--- config.mk ---
export PLATFORM = sky130hd
export DESIGN_NAME = rspt_cell
export DESIGN_NICKNAME = d
export VERILOG_FILES = /design/src/sv/rspt_pkg.sv /design/src/sv/rspt_cell.sv
export SDC_FILE = /design/constraint.sdc
export NUM_CORES = 1
export LEC_CHECK = 0
export BUFFER_PORTS_ARGS = -buffer_cell sky130_fd_sc_hd__clkbuf_2
export CAP_MARGIN = 20
export CELL_PAD_IN_SITES_DETAIL_PLACEMENT = 1
export CELL_PAD_IN_SITES_GLOBAL_PLACEMENT = 1
export CORE_ASPECT_RATIO = 0.5
export CORE_MARGIN = 3
export CORE_UTILIZATION = 35
export DETAILED_ROUTE_END_ITERATION = 6
export PLACE_DENSITY = 0.77
export SLEW_MARGIN = 20
export SYNTH_ARGS = -nofsm -noshare
export SYNTH_HDL_FRONTEND = slang
export SYNTH_SLANG_ARGS = --single-unit
--- constraint.sdc ---
create_clock -name clk -period 9.6 [get_ports clk]
set_input_delay 0.48 -clock clk [delete_from_list [all_inputs] [get_ports clk]]
set_output_delay 0.48 -clock clk [all_outputs]
set_load 0.01 [all_outputs]
--- src/sv/rspt_pkg.sv ---
// Shared types and constants for the range-sum prefix table.
// No dependencies.
package rspt_pkg;

  localparam int unsigned MAX_ELEMENTS_DEF = 64;
  localparam int unsigned IDX_W            = 6;
  localparam int unsigned WORD_W           = 32;

  typedef enum logic [1:0] {
    CMD_APPEND = 2'd0,
    CMD_UPDATE = 2'd1,
    CMD_QUERY  = 2'd2
  } cmd_e;

  typedef enum logic [1:0] {
    ST_OK   = 2'd0,
    ST_BAD  = 2'd1,
    ST_FULL = 2'd2
  } status_e;

  // Command token that walks the cell chain, one cell per cycle while the chain is not stalled.
  typedef struct packed {
    logic               valid;
    cmd_e               cmd;
    logic               ok;      // passed entry checks, cells may act
    logic               placed;  // append already stored by some cell
    logic [IDX_W-1:0]   first;
    logic [IDX_W-1:0]   last;
    logic [WORD_W-1:0]  value;
    logic [WORD_W-1:0]  delta;   // update difference, set at the target cell
    logic [WORD_W-1:0]  run;     // prefix sum of all cells before this one
    logic [WORD_W-1:0]  acc;     // query result under construction
    status_e            status;
  } token_t;

endpackage

--- src/sv/rspt_cell.sv ---
// One cell of the prefix table chain: holds element IDX and prefix entry IDX+1.
// Depends on rspt_pkg.
module rspt_cell import rspt_pkg::*; #(
  parameter int unsigned IDX = 0
) (
  input  logic   clk,
  input  logic   rst,
  input  logic   en,
  input  token_t tok_in,
  output token_t tok_out
);

  localparam int unsigned IW = (IDX > 63) ? $clog2(IDX + 1) : IDX_W;

  logic [WORD_W-1:0] elem;
  logic [WORD_W-1:0] pref;
  logic              filled;

  logic [WORD_W-1:0] elem_next;
  logic [WORD_W-1:0] pref_next;
  logic              filled_next;
  token_t            tok_next;

  logic              act;
  logic              is_first;
  logic              is_last;
  logic              after_first;
  logic [WORD_W-1:0] diff;

  assign act         = tok_in.valid && tok_in.ok;
  assign is_first    = IW'(tok_in.first) == IW'(IDX);
  assign is_last     = IW'(tok_in.last) == IW'(IDX);
  assign after_first = IW'(IDX) > IW'(tok_in.first);
  assign diff        = tok_in.value - elem;

  always_comb begin
    elem_next   = elem;
    pref_next   = pref;
    filled_next = filled;
    tok_next    = tok_in;
    if (act) begin
      case (tok_in.cmd)
        CMD_APPEND: begin
          if (!tok_in.placed && !filled) begin
            elem_next       = tok_in.value;
            pref_next       = tok_in.run + tok_in.value;
            filled_next     = 1'b1;
            tok_next.placed = 1'b1;
          end
        end
        CMD_UPDATE: begin
          if (is_first) begin
            elem_next      = tok_in.value;
            pref_next      = pref + diff;
            tok_next.delta = diff;
          end else if (after_first && filled) begin
            pref_next = pref + tok_in.delta;
          end
        end
        CMD_QUERY: begin
          tok_next.acc = tok_in.acc + (is_last ? pref : '0) - (is_first ? tok_in.run : '0);
        end
        default: begin
        end
      endcase
    end
    tok_next.run = pref_next;
  end

  always_ff @(posedge clk) begin
    if (rst) begin
      filled        <= 1'b0;
      tok_out.valid <= 1'b0;
    end else if (en) begin
      filled  <= filled_next;
      elem    <= elem_next;
      pref    <= pref_next;
      tok_out <= tok_next;
    end
  end

endmodule

* After elaboration in Yosys (flattened, before gate mapping)
Index checks and enable logic that the tools add are counted.
Cells by class: $add $sub $neg 6, magnitude comparators 1, equal/unequal tests 5, muxes and demuxes 17, bitwise gates (word level) 1, reductions and logical operators 13
Operators by type and width (number):
- $mux 32 | 12
- $add 32x32->32 | 4
- $pmux 32 s2 | 2
- $sub 32x32->32 | 2
- $logic_not 6->1 | 2
- $reduce_and 6->1 | 2
- $gt 1x6->1 const A | 1
- $ne 2x2->1 const B | 2
- $reduce_and 4->1 | 1
- $logic_and 1x1->1 | 3
- $mux 1 | 3
- $ne 3x3->1 const B | 1
- $eq 2x1->1 const B | 1
- $eq 2x2->1 const B | 1
- $logic_not 1->1 | 2
- $logic_not 2->1 | 1
- $reduce_and 2->1 | 1
- $reduce_bool 2->1 | 1
- $not 1->1 | 1
Word-level totals: bits in registers 180, bits of input ports 150, output and inout bits 147, logic and storage cells 56

* Depth between registers and ports, before layout
Gate-level depths: netlist of the first run.
depth after elaboration 6, depth in mapped cells 25, mapped depth without buffers 25

* Least setup slack after synthesis of the first run
Ideal clock, no wire load.
path type input -> register, from in rst, to reg elem[0], enable pin, library setup time 0.512 ns, data arrival time 9.093 ns, data required time 9.088 ns, path slack -0.005 ns, stages 2, path buffers 0, cell sequence nor2b_1 nor4b_1
On the way: cells in the longest elaborated chain, start to end 2
RTL lines:
- start, declared | line rspt_cell.sv:7 | input logic rst,
- $not 1->1 (no line)
- $reduce_and 6->1 (no line)
- end signal, assigned | line rspt_cell.sv:76 | elem <= elem_next;
- end, declared | line rspt_cell.sv:15 | logic [WORD_W-1:0] elem;
Every way passes these cells. A chain may end at the register's enable or synchronous reset.

* Worst setup path in the final report of the first run
from reg elem[0], to reg pref[31] (data pin)
On the way: cells in the longest elaborated chain, start to end 4
RTL lines:
- $sub 32x32->32 | line rspt_cell.sv:34 | assign diff = tok_in.value - elem;
- $add 32x32->32 | line rspt_cell.sv:54 | pref_next = pref + diff;
- $mux 32 | line rspt_cell.sv:52 | if (is_first) begin
- $pmux 32 s2 | line rspt_cell.sv:42 | case (tok_in.cmd)
- end signal, assigned | line rspt_cell.sv:77 | pref <= pref_next;
- end, declared | line rspt_cell.sv:16 | logic [WORD_W-1:0] pref;
Every way passes these cells.

==> key figures, run 1 <==
Setup path
  – Setup crit start kind: flop
  – Critical path's top delay family: compound AO/OA/AOI/OAI gates
  – RR Startpoint: elem[0]$_DFFE_PP_
  – Worst-path cell chain: ha_1 > inv_1 > fa_1 > a21o_1 > a21oi_1 > o21ai_0 > a21boi_0 > o21ai_0 > a21o_1 > nand3_1 > o21ai_0 > xor2_1 > mux2_2 > ha_1 > and4_1 > and2_1 > nand2_1 > a211oi_1 > o21ai_1 > or3_1 > o21ai_0 > a21oi_1 > xnor3_1 > a21oi_1
  – Reg-to-reg endpoint: pref[31]$_DFFE_PP_
  – Crit-path slowest cell: fa_1
  – CP endpoint kind: flop
  – Critical path peak fanout: 7
  – Buf/Inv on CP: 1
  – Worst Reg-to-Reg Cells: 24
  – Worst EP required: 9.79 ns
  – Crit path DAT: 5.80 ns
  – Flop2flop setup slack: 3.99 ns
  – Crit-path most repeated cell: o21ai_0
  – CP Class: flop to flop
  – Largest stage delay on the critical path: 0.42 ns

CTS
  – Root Buffer: clkbuf_16
  – Clock Latency Late Sink: 0.46 ns
  – CTS sink count: 180
  – Max Buffers Root-to-Sink: 2
  – CTS H-tree depth: 4
  – TritonCTS clock tree: yes
  – Num CTS Buffers: 17
  – Post-CTS setup buffer count: 0
  – CTS resizes: 0
  – Clock-pin slew of the registers on the worst-case setup and hold paths: 0.08 ns
  – Hold_buf cts: 0

Worst hold path
  – Worst Hold Launch: tok_in[1]
  – Worst Hold Endpoint: tok_out[1]$_DFFE_PP_
  – HP Class: input pin to flop
  – Hold depth: 1

STA
  – Least-Margin Pin Slew: 0.962 ns
  – Final-report hold violation count: 0
  – Fin crit share: 0.584
  – Worst Skew: 0.0143 ns
  – Final setup TNS: 0 ns
  – Final setup fails: 0
  – RSZ-0062 raised after global routing: false
  – Pins Over Slew Limit: 0
  – Max-slew headroom: 0.358
  – Crit path time final: 5.61 ns
  – WHS: 0.201 ns
  – Fmax achieved: 178 MHz

Job
  – Total of max-cap violations: 0

Detailed routing
  – Routed wire length: 48,100 um
  – # DRC: 0
  – Avg WL per Cell: 20.6 um
  – First-pass DRT Iterations: 5
  – DRT antenna net count: 0
  – Drt initial violations: 743
  – DR vias/cell: 5.32
  – Vias: 12,500

Yosys
  – Yosys top cell by area: edfxtp_1
  – Ys flop type: edfxtp_1
  – Syn avg cell area: 9.56 sq um
  – Synth unique cells: 70
  – EDFF count, synth: 178
  – Post-synthesis register bit count: 180
  – Post-synth top cells: nand2_1 (187), edfxtp_1 (178), inv_1 (153)
  – Seq/Total Area, Yosys: 0.373
  – Area share of the largest cell type after synthesis: 0.370
  – YS warnings: 0
  – Cells after synthesis: 1,510
  – Mapped Nets: 1,824
  – Mapped Area: 14,400 sq um
  – Dominant cells by area after synthesis: edfxtp_1 (37%), ha_1 (11%), nand2_1 (4.9%)
  – Count leader, synth: nand2_1
  – FFs w/ async S/R, synth: 0

Floorplanning
  – Die area: 43,900 sq um
  – Die Width: 293 um
  – Die Span Y: 150 um
  – Rows: 51
  – I/O pin total: 297
  – Core area: 39,800 sq um
  – Initial Util: 0.363

Placed design
  – GPL Wtd Cong: 0.892
  – Final HPWL DP: 37,800 um
  – Buffers on Ports: 296

GRT
  – Overall routing resource usage: 0.215
  – First-pass GRT wire length: 72,600 um
  – Largest net degree at the start of global routing: 67
  – Vias in the first global route: 12,700
  – Overflow after GRT: 0
  – Initial antenna violation count: 1

Layout
  – Diode count: 0
  – Fillers: 4,711
  – Nets: 2,111
  – Multi-input logic area: 8350 sq um
  – Register area: 5390 sq um
  – Area grow syn2layout: 18.3%
  – Layout cells sized above 1: 0.222

Status
  – Status: finished clean

Power and ir drop
  – Power Density: 131 nW/um^2
  – VDD IR-drop max: 0.143 mV
  – Leak pwr: 7.78 nW
==> logic make-up after synthesis <==
| family | count (synthesis) | synth area share |
|---|---|---|
| buf+inv | 190 | 0.0515 |
| flops | 180 | 0.373 |
| simple gates | 413 | 0.134 |
| fa+ha+maj | 164 | 0.160 |
| xor+xnor | 116 | 0.0713 |
| compound gates | 402 | 0.175 |
| mux | 45 | 0.0356 |
==> how the worst max path moves through the flow <==
stage | from | end | slack, ns | cells after the start
floorplan | en | elem[0]$_DFFE_PP_ | 2.20 | 2
global placement | tok_in[98] | pref[31]$_DFFE_PP_ | 3.95 | 26
detailed placement | tok_in[98] | pref[31]$_DFFE_PP_ | 3.73 | 26
CTS | elem[0]$_DFFE_PP_ | pref[31]$_DFFE_PP_ | 4.03 | 24
global route | elem[0]$_DFFE_PP_ | pref[31]$_DFFE_PP_ | 3.54 | 24
finish | elem[0]$_DFFE_PP_ | pref[31]$_DFFE_PP_ | 3.99 | 24
==> layout by cell type (no fill, tap or decap), types with 41 or more instances in the layout <==
master / count
a21o_1: 58
a21oi_1: 123
and2_1: 43
clkbuf_2: 296
edfxtp_1: 178
ha_1: 130
inv_1: 153
mux2_2: 41
nand2_1: 186
nor2_1: 68
o21ai_0: 101
xnor2_1: 70
xor2_1: 45
==> worst reg2reg max path, delay by kind of cell (launching register included) <==
| kind | cells | cell delay, ns |
|---|---|---|
| compound gates | 12 | 2.28 |
| buf+inv | 1 | 0.06 |
| simple gates | 5 | 1.04 |
| flops | 1 | 0.34 |
| xor+xnor | 2 | 0.37 |
| fa+ha+maj | 3 | 0.98 |
| mux | 1 | 0.28 |
==> final cells by class <==
type,instances,share of cell area
repair buffers,305,0.0906
flip-flops and latches,180,0.315
inverters,153,0.0336
multi-input cells,1140,0.489
clock inverters,11,0.00761
well taps,530,0.0388
clock buffers,21,0.0258
==> flip-flops by register name, summed over array words and instances (netlist names) <==
name / flops
pref: 32
tok_out: 115
elem: 32
filled: 1
==> power by group <==
group	total, W	switching (W)	leakage (nW)	internal [W]
Sequential	0.000921	0.0000104	1.66	0.000911
Clock	0.000730	0.000343	0.270	0.000387
Combinational	0.000586	0.000348	5.85	0.000237
Total	0.00224	0.000702	7.78	0.00154
==> through the flow <==
stage | worst slack [ns] | util | cell area (sq um) | total power (W) | cells
5_1_grt | 3.54 | 0.429 | 17100 | 0.00234 | 2340
2_1_floorplan | 2.20 | - | 14400 | 0.00132 | 1510
3_3_place_gp | 3.95 | 0.415 | 16500 | 0.00150 | 2308
4_1_cts | 4.03 | 0.429 | 17100 | 0.00225 | 2340
6_report | 3.99 | 0.429 | 17100 | 0.00224 | 2340
3_5_place_dp | 3.73 | 0.415 | 16500 | 0.00152 | 2308
==> routing by layer <==
metal / wire [um] / GRT usage
met1: 21400 / 0.279
met2: 24100 / 0.380
met3: 1840 / 0.0334
met4: 737 / 0.0446
met5: 20 / 0
(Power assumes the default switching activity.)
==> run 2, diff against run 1 <==
- clock period: 9.6 -> 4.6 ns (I/O delays scaled with it)
==> run 2 against run 1 <==
- the flow now finishes with violations (setup timing)
- largest cell class unchanged
- clock skew is 0.0020 ns higher
- register-to-register slack worse by 4.3 ns
- largest power group unchanged
- routed wire length is 16% higher
- die area stayed put
- cell count is 8.3% higher
- maximum frequency is 15% higher
- clock-buffer cell count is 4 lower
- via count is 10% higher
- sequential power is 110% higher
- first-iteration DRC count is 30% higher
- power is 120% higher
- cell area is 13% higher
==> key figures, run 2 (synthesized netlist as in run 1, its figures left out) <==
Power and ir drop
  – VDD IR-drop max: 0.213 mV (+49%)
  – Power Density: 258 nW/um^2 (+97%)
  – Share of total power in sequential cells: 0.385 (-0.027)
  – Clock share of power: 0.311 (-0.015)
  – Switching Fraction: 0.332 (+0.0179)
  – Leak pwr: 8.90 nW (+14%)
  – Comb pwr share: 0.304 (+0.042)
  – Internal Pwr Total: 0.00334 W (+120%)
  – P_sw: 0.00166 W (+140%)

Layout
  – Commonest non-fill, non-tap cell in the layout: clkbuf_2
  – Fillers: 4,641 (-1.5%)
  – Layout cells sized above 1: 0.342 (+0.120)
  – Final Non-Filler Cells: 2,534 (+8.3%)
  – Most flop-heavy register: tok_out
  – Most frequent cells in the layout: clkbuf_2 (296), edfxtp_1 (178), nand2_1 (177)
  – Top flop regs: tok_out (115), elem (32), pref (32)
  – Largest register FFs: 115 (unchanged)
  – Area grow syn2layout: 34.0%
  – Nets: 2,303 (+9.1%)

Worst hold path
  – Worst Hold Endpoint: elem[5]$_DFFE_PP_
  – HP Class: input pin to flop
  – Hold depth: 1 (unchanged)
  – Worst Hold Launch: tok_in[103]

Placed design
  – Buffers on Ports: 296 (unchanged)
  – GPL Wtd Cong: 0.892 (about the same)
  – Placed Instances: 2,464 (+6.8%)
  – Pre-CTS setup slack: -0.530 ns (-4.26 ns)
  – Final HPWL DP: 41,600 um (+10%)

CTS
  – CTS sink count: 180 (unchanged)
  – Clock Latency Late Sink: 0.47 ns (about the same)
  – TritonCTS clock tree: yes
  – Max Buffers Root-to-Sink: 2 (unchanged)
  – Clock-pin slew of the registers on the worst-case setup and hold paths: 0.09 ns (about the same)
  – CTS H-tree depth: 4 (unchanged)
  – Num CTS Buffers: 17 (unchanged)
  – Root Buffer: clkbuf_16

Setup path
  – Critical path's top delay family: compound AO/OA/AOI/OAI gates
  – Largest stage delay on the critical path: 0.40 ns (-0.02 ns)
  – Buf/Inv on CP: 3 (+2)
  – Critical path peak fanout: 3 (-4)
  – Worst Reg-to-Reg Cells: 26 (+8.3%)
  – Crit path DAT: 5.09 ns (-0.71 ns)
  – RR Startpoint: elem[0]$_DFFE_PP_
  – Worst EP required: 4.80 ns (-4.99 ns)
  – Setup crit start kind: flop
  – CP endpoint kind: flop
  – Reg-to-reg endpoint: pref[31]$_DFFE_PP_
  – Flop2flop setup slack: -0.30 ns (-4.29 ns)
  – Crit-path slowest cell: or3_4
  – CP Class: flop to flop

STA
  – Least-Margin Pin Slew: 0.781 ns (-0.181 ns)
  – Pins Over Slew Limit: 0 (unchanged)
  – Fin crit share: 1.06 (+0.480)
  – Fmax achieved: 204 MHz (+15%)
  – Final setup fails: 9 (+9)
  – Crit path time final: 4.90 ns (-0.712 ns)
  – Final-report hold violation count: 0 (unchanged)
  – Max-slew headroom: 0.478 (+0.119)
  – RSZ-0062 raised after global routing: true
  – Worst Skew: 0.0163 ns (+0.00203 ns)
  – Final WS setup: -0.296 ns (-4.29 ns)
  – WHS: 0.0251 ns (-0.176 ns)

Detailed routing
  – Max layer used: met4
  – # DRC: 0 (unchanged)
  – WL met1: 23,200 um (+8.0%)
  – DRT antenna net count: 0 (unchanged)
  – Avg WL per Cell: 22.1 um (+7.3%)
  – Met3 WL post-DR: 2590 um (+41%)
  – DR WL met2: 28,400 um (+18%)
  – First-pass DRT Iterations: 5 (unchanged)
  – Drt initial violations: 969 (+30%)
  – Vias: 13,700 (+10%)
  – DR vias/cell: 5.42 (+1.7%)
  – Routed wire length: 55,900 um (+16%)

Status
  – Failing checks: setup timing
  – Status: finished with violations

GRT
  – Overflow after GRT: 0 (unchanged)
  – Vias in the first global route: 14,200 (+12%)
  – Initial antenna violation count: 2 (+1)
  – Overall routing resource usage: 0.241 (+0.0266)
  – First-pass GRT wire length: 81,500 um (+12%)
  – Largest net degree at the start of global routing: 44 (-34%)

Floorplanning
  – Die Span Y: 150 um (unchanged)
  – Core area: 39,800 sq um (unchanged)
  – Die area: 43,900 sq um (unchanged)
  – Initial Util: 0.363 (unchanged)
  – Rows: 51 (unchanged)
  – I/O pin total: 297 (unchanged)
  – Die Width: 293 um (unchanged)

Job
  – Total of max-cap violations: 0 (unchanged)
-- run 2: cell count changes in the layout (fill, tap and decap cells not counted), moves of 7 or more --
cell	before	now
buf_4	9	176
dlygate4sd3_1	0	16
nand2_2	0	8
o21ai_2	1	14
buf_6	0	7
ha_1	130	118
a21oi_1	123	101
ha_4	0	9
o21ai_1	2	14
a21oi_2	0	20
o21ai_0	101	73
nand2_1	186	177
-- run 2: worst max-delay path by stage --
| stage | slack, ns | cells past startpoint | endpoint | from |
|---|---|---|---|---|
| final | -0.30 | 26 | pref[31]$_DFFE_PP_ | elem[0]$_DFFE_PP_ |
| after global routing | -0.48 | 26 | pref[31]$_DFFE_PP_ | elem[0]$_DFFE_PP_ |
| after CTS | -0.07 | 28 | pref[27]$_DFFE_PP_ | elem[0]$_DFFE_PP_ |
| after detailed placement | -0.53 | 27 | pref[31]$_DFFE_PP_ | tok_in[98] |
| after global placement | -0.42 | 27 | pref[31]$_DFFE_PP_ | tok_in[98] |
| after floorplan | 0.0002 | 24 | pref[31]$_DFFE_PP_ | elem[0]$_DFFE_PP_ |
-- run 2: power by group through the flow --
stage	Clock [W]	Sequential, W	Combinational, W
2_1_floorplan	0	0.00200	0.000757
3_5_place_dp	0	0.00196	0.00136
4_1_cts	0.00157	0.00192	0.00142
5_1_grt	0.00164	0.00193	0.00165
6_report	0.00155	0.00192	0.00152
3_3_place_gp	0	0.00196	0.00132
-- run 2: what timing repair did --
item                                   CTS  global route
setup buffers                           12             8
hold buffers                            16             0
setup endpoints to repair               13            18
pin swaps                               26            43
resized for setup                       57           106
cloned                                   0             0
endpoints found under the hold margin   17             0
-- run 2: per-stage QoR --
| step | TNS (ns) | utilization | cell area, sq um | power (W) |
|---|---|---|---|---|
| floorplan | 0 | - | 14500 | 0.00276 |
| global placement | -1.80 | 0.445 | 17700 | 0.00328 |
| detailed placement | -3.32 | 0.445 | 17700 | 0.00332 |
| CTS | -0.159 | 0.472 | 18800 | 0.00492 |
| global route | -3.47 | 0.486 | 19400 | 0.00523 |
| finish | -1.23 | 0.486 | 19400 | 0.00500 |
-- run 2: final cells by class --
type,count,area [sq um],area share
flip-flops and latches,180,5390,0.278
repair buffers,497,3080,0.159
multi-input cells,1140,9050,0.468
well taps,530,663,0.0343
clock inverters,15,166,0.00860
clock buffers,17,425,0.0220
diodes,2,5.00,0.000259
inverters,153,574,0.0297
-- run 2: routing by layer --
metal,track usage,up-vias
met5,0,-
met4,0.0722,0
met3,0.0378,127
met2,0.435,400
met1,0.300,6859
li1,-,6340
